--- src/rtl/tpt_pkg.sv ---
package tpt_pkg;
    typedef enum logic [1:0] {
        OUT_TLB_HIT   = 2'd0,
        OUT_PT_HIT    = 2'd1,
        OUT_FAULT     = 2'd2,
        OUT_UNUSED    = 2'd3
    } outcome_t;
    localparam logic [15:0] CNT_MAX = 16'hffff;
    // one entry per 8-bit page
    localparam int PAGE_TABLE_ENTRIES = 256;
endpackage

--- src/rtl/tpt_tlb.sv ---
module tpt_tlb
    import tpt_pkg::*;
#(
    parameter int TLB_ENTRIES = 16
)
(
    input  logic       clk,
    input  logic       rst_n,
    input  logic [7:0] lookup_page,
    output logic       hit,
    output logic [7:0] hit_frame,
    input  logic       fill_en,
    input  logic [7:0] fill_page,
    input  logic [7:0] fill_frame,
    input  logic       drop_en,
    input  logic [7:0] drop_page
);
    localparam int IW = (TLB_ENTRIES > 1) ? $clog2(TLB_ENTRIES) : 1;
    logic [7:0] tag_reg [TLB_ENTRIES];
    logic [7:0] frm_reg [TLB_ENTRIES];
    logic [TLB_ENTRIES-1:0] valid_reg;
    logic [IW-1:0] ptr_reg;

    // parallel compare, lowest index wins
    always_comb
    begin
        hit = 1'b0;
        hit_frame = 8'd0;
        for (int i = TLB_ENTRIES - 1; i >= 0; i--)
        begin
            if (valid_reg[i] && tag_reg[i] == lookup_page)
            begin
                hit = 1'b1;
                hit_frame = frm_reg[i];
            end
        end
    end

    // drop then round-robin fill
    always_ff @(posedge clk or negedge rst_n)
    begin
        if (!rst_n)
        begin
            valid_reg <= '0;
            ptr_reg <= '0;
        end
        else
        begin
            for (int i = 0; i < TLB_ENTRIES; i++)
                if (drop_en && valid_reg[i] && tag_reg[i] == drop_page)
                    valid_reg[i] <= 1'b0;
            if (fill_en)
            begin
                valid_reg[ptr_reg] <= 1'b1;
                ptr_reg <= (ptr_reg == IW'(TLB_ENTRIES - 1)) ? '0 : ptr_reg + 1'b1;
            end
        end
    end

    always_ff @(posedge clk)
    begin
        if (fill_en)
        begin
            tag_reg[ptr_reg] <= fill_page;
            frm_reg[ptr_reg] <= fill_frame;
        end
    end
endmodule

--- config.mk ---
export PLATFORM = sky130hd
export DESIGN_NAME = tpt_tlb
export DESIGN_NICKNAME = d
export VERILOG_FILES = /design/src/rtl/tpt_pkg.sv /design/src/rtl/tpt_tlb.sv
export SDC_FILE = /design/constraint.sdc
export NUM_CORES = 1
export LEC_CHECK = 0
export BUFFER_PORTS_ARGS = -buffer_cell sky130_fd_sc_hd__buf_4
export CAP_MARGIN = 20
export CORE_UTILIZATION = 30
export CTS_BUF_LIST = sky130_fd_sc_hd__clkbuf_16
export DETAILED_ROUTE_END_ITERATION = 12
export PLACE_DENSITY = 0.52
export SYNTH_ARGS = -nofsm -noshare
export SYNTH_HDL_FRONTEND = slang
export SYNTH_SLANG_ARGS = --single-unit
--- constraint.sdc ---
create_clock -name clk -period 2.6 [get_ports clk]
set_clock_uncertainty 0.2 [all_clocks]
set_input_delay 0.26 -clock clk [delete_from_list [all_inputs] [get_ports clk]]
set_output_delay 0.26 -clock clk [all_outputs]
set_load 0.01 [all_outputs]
==> reports/qor.csv, run 1 <==
metric,value,unit
"top cells by area, synth","edfxtp_1 (58%), xnor2_1 (8.7%), xor2_1 (8.4%), dfrtp_1 (3.8%), nand3_1 (1.9%)",
vias post-DR,9103,
CTS root buf,clkbuf_16,
CTS tree,built,
Area growth syn-to-layout,35.6,%
num rows,76,
status,"complete, but fails checks",
first-pass GRT wire length,62.1,mm
Die Area,0.0449,mm2
GR peak layer,met2,
switching share of power,26.4,%
Pwr per Cell Area,707,mW/mm2
DP HPWL,28.4,mm
hold slack,0.0184,ns
Reg area,0.00819,mm2
synth cell count leaders,"edfxtp_1 (256), xnor2_1 (131), xor2_1 (127), nand2_1 (51), nand3_1 (51)",
Cell variety after synth,67,
final worst slack,-0.713,ns
number of iterations in the first detailed-routing pass,5,
largest area contributor in the netlist,edfxtp_1,
RSZ-0062 raised after global routing,true,
all-layer global routing usage,19.2,%
Via-to-Cell Ratio,4.76,
simple-gate share of the synthesized area,11.6,%
Core Region,0.0433,mm2
mux contribution to synthesized area,0.151,%
Worst setup EP type,output pin,
CP required,2.14,ns
Port Buffer Count,44,
r2r setup slk,0.49,ns
total power,0.0127,W
met1 Usage GRT,24.3,%
Psw,0.00335,W
pre-CTS setup slack,-0.734,ns
grt met3 use,2.32,%
"Clk Latency, worst-skew pair",0.51,ns
final setup vio count,9,
Worst Tran Pin Value,0.529,ns
xor-xnor portion of the synthesized cell area,17.1,%
GRT overflow,0,
crit path kind,flop to output pin,
fill cell total of the finished layout,4044,
"flops & latches, synth",276,
total CTS buffers,34,
1st-iter DRT viols,462,
effective utilization at floorplan,30.6,%
Synth Warn #,0,
Tcrit/Tclk final,127,%
r2r startpoint,tag_reg[4][6],
largest net degree at the start of global routing,21,
area of the multi-input gates,0.00515,mm2
Post-synth EDFFs,256,
I/O Pins,45,
post-synthesis compound-gate area fraction,6.18,%
Crit Path Max Fanout,4,
combinational fraction of design power,16.5,%
Max Root-Sink Buffers,3,
setup TNS,-5.45,ns
die span in y,212,um
Reg2Reg Capture Point,valid_reg[4],
routed len/inst,21.9,um
GPL Wtd Cong,0.820,
"count leader, synth",edfxtp_1,
# Max-Cap Violations,0,
H-tree Lvls,2,
failing checks,negative setup slack,
Tmin final,3.31,ns
nets,1345,
top cell type's share of synthesized area,58.1,%
Post-Synth Adder-Cell Area,0.378,%
Final Hold Fails,0,
main combinational cell family by area after synthesis,XOR/XNOR gates,
"Seq/Total Area, Yosys",61.9,%
Post-Route WL,41.8,mm
asr flop ratio synth,7.25,%
CP startpoint kind,flop,
CP arrival,2.85,ns
Int Pwr,0.00934,W
Max-slew headroom,64.5,%
Post-route DRC,0,
syn_area_per_cell,13.4,um2
CTS sink cnt,276,
Synth Flop Type,edfxtp_1,
Max rail drop VDD,0.466,mV
Die Wd,212,um
area of the mapped netlist,0.0132,mm2
layout cells sized above 1,34.2,%
syn_nets,1026,
Fmax,302,MHz
Final Max Slew Viols,0,
Hold Crit Class,primary input to async pin,
worst r2r path cells,6,
clock share of power,38.5,%
Final ANT Viol Nets,0,
final core occ,41.5,%
Reg power frac,45.0,%
"Reg clk slew, reported paths",0.06,ns
Post-Syn Instances,986,
M2 GR Usage,34.4,%
vias in the first global route,9634,
n_diodes,0,
leakage,6.53,nW
initial antenna violation count,1,
## power groups by stage
stage | Clock (W) | Combinational [W] | Sequential, W
after floorplan | 0 | 0.00104 | 0.00569
after global placement | 0 | 0.00197 | 0.00577
after detailed placement | 0 | 0.00199 | 0.00577
after CTS | 0.00498 | 0.00206 | 0.00569
after global routing | 0.00514 | 0.00227 | 0.00575
final | 0.00489 | 0.00209 | 0.00571
## routing by layer
metal	routed length, um	vias up
li1	-	4298
met1	17800	4568
met2	21300	185
met3	1750	52
met4	1050	0
met5	0	-
## cells in the final DEF, fill, tap and decap left out, types with 9 or more instances in the layout
master	n
buf_12	9
buf_4	294
clkbuf_16	37
dfrtp_1	20
dlygate4sd3_1	18
edfxtp_1	256
inv_1	20
nand2_1	51
nand3_1	46
nand4_1	22
nor2_1	38
nor3_1	19
nor3_2	15
nor4_1	24
o21ai_0	22
o41ai_1	13
xnor2_1	115
xnor2_2	16
xor2_1	121
## cells by family (layout without fill, tap and decap cells)
| kind of cell | Yosys count | after routing |
|---|---|---|
| AO/OA/AOI/OAI | 107 | 107 |
| XOR/XNOR | 258 | 258 |
| adder cells (fa/ha/maj) | 4 | 4 |
| buffers and inverters | 58 | 401 |
| flip-flops | 276 | 276 |
| multiplexers | 2 | 2 |
| AND/OR/NAND/NOR | 281 | 281 |
## stage by stage
stage	cell area, um2	std cells
finish	17900	1914
floorplan	13200	986
detailed placement	16000	1828
CTS	17700	1910
global placement	16000	1828
global route	17900	1914
## critical path, stage by stage (launching register included)
cell	delay, ns
edfxtp_1	0.46
xnor2_2	0.17
nand3_2	0.19
or3_4	0.44
mux2i_2	0.17
nor3_2	0.27
o211ai_1	0.22
a31oi_1	0.26
buf_4	0.16
## final cells by class
| cell class | count | area share, % |
|---|---|---|
| clock inverters | 23 | 1.33 |
| flip-flops and latches | 276 | 45.7 |
| well taps | 585 | 4.08 |
| inverters | 13 | 0.272 |
| multi-input cells | 652 | 28.7 |
| repair buffers | 328 | 14.8 |
| clock buffers | 37 | 5.16 |
## how the worst max path moves through the flow
stage	cells after the start	end	slack, ns	from
finish	8	hit_frame[4]	-0.71	tag_reg[4][6]
global route	9	hit_frame[4]	-0.79	tag_reg[5][4]
CTS	10	hit_frame[6]	-0.73	tag_reg[13][7]
detailed placement	11	hit_frame[6]	-0.73	lookup_page[4]
global placement	11	hit_frame[6]	-0.77	lookup_page[4]
floorplan	4	frm_reg[0][0]	0.02	ptr_reg[0]
## what timing repair did
action	CTS	global route
hold buffers	18	0
setup endpoints to repair	9	9
pin swaps	27	27
setup buffers	4	5
resized for setup	50	38
endpoints found under the hold margin	280	0
No activity file was read; power rests on OpenSTA's default activity.
==> run 2, diff against run 1 <==
Settings changed: ABC_AREA set to 1.
==> reports/qor.csv, run 2 <==
metric,value,unit
# Max-Cap Violations,0,
r2r setup slk,0.53,ns
all-layer global routing usage,19.2,%
Finished Layout Cells,2289,
leakage,7.09,nW
H-tree Lvls,1,
largest area contributor in the netlist,edfxtp_1,
r2r startpoint,ptr_reg[0],
Max Root-Sink Buffers,3,
"flops & latches, synth",276,
num rows,78,
most frequent cells in the layout,"nand2_1 (388), edfxtp_1 (256), buf_4 (181)",
Final Max Slew Viols,0,
CTS root buf,clkbuf_16,
Worst Path Buf+Inv,5,
Max-slew headroom,55.2,%
total CTS buffers,30,
critical path's slowest cell,edfxtp_1,
Final ANT Viol Nets,0,
Synth Flop Type,edfxtp_1,
1st-iter DRT viols,1073,
Die Wd,218,um
"Clk Latency, worst-skew pair",0.59,ns
CP most frequent cell,nand2_1,
Cell variety after synth,51,
Post-Route WL,45.6,mm
status,"complete, but fails checks",
GPL Wtd Cong,0.883,
max incr delay on CP,0.39,ns
Area growth syn-to-layout,24.1,%
number of iterations in the first detailed-routing pass,6,
DP HPWL,31.1,mm
"count leader, synth",nand2_1,
CTS sink cnt,276,
vias post-DR,11400,
hold depth,6,
hold path startpoint,drop_page[0],
"Reg clk slew, reported paths",0.07,ns
cells along the critical path,inv_1 > nand2_2 > nand2_1 > inv_1 > nand3_1 > nor2_4 > buf_6 > nand3_2 > nand2_1 > inv_1 > nand2_1 > nand2_1 > nand2_1 > nand2_1 > nand2_1 > nand2_1 > nand2_1 > nand2_1 > nand2_2 > a21oi_2 > buf_4,
final core occ,38.0,%
synth cell count leaders,"nand2_1 (411), edfxtp_1 (256), nor2_1 (168), inv_1 (151), nand3_1 (54)",
"top cells by area, synth","edfxtp_1 (55%), nand2_1 (11%), nor2_1 (4.5%), inv_1 (4.1%), dfrtp_1 (3.6%)",
GRT overflow,0,
DP Cell Count,2202,
Fmax,318,MHz
"delay-heaviest family, CP",simple AND/OR/NAND/NOR gates,
Synth Warn #,0,
final worst slack,-0.545,ns
Post-route DRC,0,
Core Region,0.0457,mm2
Post-synth EDFFs,256,
CTS tree,built,
Max rail drop VDD,0.488,mV
largest net degree at the start of global routing,21,
first-pass GRT wire length,68.1,mm
Crit Path Max Fanout,5,
top cell type's share of synthesized area,55.0,%
die span in y,218,um
Reg2Reg Capture Point,frm_reg[0][2],
total power,0.0120,W
Final Hold Fails,0,
Tcrit/Tclk final,121,%
RSZ-0062 raised after global routing,true,
CP arrival,2.68,ns
Worst setup EP type,output pin,
Pwr per Cell Area,691,mW/mm2
final setup vio count,9,
worst r2r path cells,5,
Via-to-Cell Ratio,4.97,
syn_area_per_cell,9.52,um2
CP startpoint kind,flop,
failing checks,negative setup slack,
area of the mapped netlist,0.0140,mm2
Port Buffer Count,44,
"Seq/Total Area, Yosys",58.6,%
I/O Pins,45,
CP required,2.14,ns
syn_nets,1508,
routed len/inst,19.9,um
nets,1704,
Die Area,0.0474,mm2
Post-Syn Instances,1468,
crit path kind,flop to output pin,
asr flop ratio synth,7.25,%
initial antenna violation count,0,
Tmin final,3.14,ns
"most common cell after layout, fill and taps aside",nand2_1,
layout cells sized above 1,19.9,%
"Endpoint, Worst Hold",valid_reg[10],
Hold Crit Class,primary input to flop,
vias in the first global route,11300,
Worst Tran Pin Value,0.671,ns
pre-CTS setup slack,-0.241,ns
effective utilization at floorplan,30.6,%
-- run 2: cell families after synthesis --
| family | after synthesis | share of synthesized area (%) |
|---|---|---|
| and+or+nand+nor | 726 | 22.0 |
| adders and majority gates | 4 | 0.358 |
| AOI/OAI and AO/OA | 193 | 8.91 |
| buffers and inverters | 212 | 6.48 |
| DFF | 276 | 58.6 |
| muxes | 2 | 0.143 |
| xor gates and xnor gates | 55 | 3.50 |
-- run 2: timing repair --
action                                  in CTS  in global routing
hold buffers                                21                  0
setup buffers                                7                  3
hold endpoints to repair                   283                  0
gates cloned                                 1                  0
pin swaps                                   15                 21
gates resized for setup                     36                 24
endpoints found under the setup margin       9                  9
-- run 2: stage by stage --
| stage | cell area [um2] | TNS (ns) | hold WS (ns) |
|---|---|---|---|
| 2_1_floorplan | 14000 | 0 | -0.236 |
| 3_3_place_gp | 15900 | -1.63 | -0.00426 |
| 3_5_place_dp | 15900 | -1.58 | 0.000256 |
| 4_1_cts | 17300 | -4.74 | 0.0381 |
| 5_1_grt | 17300 | -6.36 | 0.117 |
| 6_report | 17300 | -4.53 | 0.0550 |
-- run 2: worst max path at each step --
stage	startpoint	cells after the start	slack [ns]	end
6_report	tag_reg[14][7]	21	-0.54	hit_frame[2]
5_1_grt	tag_reg[14][0]	20	-0.76	hit_frame[2]
3_5_place_dp	lookup_page[2]	21	-0.24	hit_frame[6]
4_1_cts	tag_reg[10][0]	17	-0.56	hit_frame[4]
2_1_floorplan	lookup_page[7]	14	0.42	hit_frame[0]
3_3_place_gp	lookup_page[0]	21	-0.23	hit_frame[6]
-- run 2: cell type report --
| type | count | area [um2] |
|---|---|---|
| sequential | 276 | 8190 |
| inverter | 163 | 622 |
| clock buffer | 30 | 751 |
| clock inverter | 26 | 229 |
| fill | 4571 | 28300 |
| tap | 600 | 751 |
| multi-input combinational | 981 | 5070 |
| antenna | 1 | 2.50 |
| timing repair buffer | 212 | 1740 |
-- run 2: worst reg2reg max path, stage by stage (launching register included) --
cell and delay (ns):
dfrtp_1 0.44, inv_1 0.11, ha_1 0.14, nand2_1 0.31, nor2_1 0.20, buf_4 0.30
-- run 2: per-layer routing --
layer	part of all wire [%]	global-route usage, %	vias to the layer above	wire length (um)
met5	0	0	-	0
met4	3.1	6.85	0	1430
met3	6.6	2.44	93	3020
met2	48	33.1	442	21700
met1	42	24.7	5471	19400
li1	-	-	5379	-
-- run 2: report_power, final --
part | switching, W | total (W) | internal (W)
Sequential | 0.000248 | 0.00566 | 0.00541
Combinational | 0.00136 | 0.00208 | 0.000718
Clock | 0.00183 | 0.00424 | 0.00241
Total | 0.00344 | 0.0120 | 0.00854
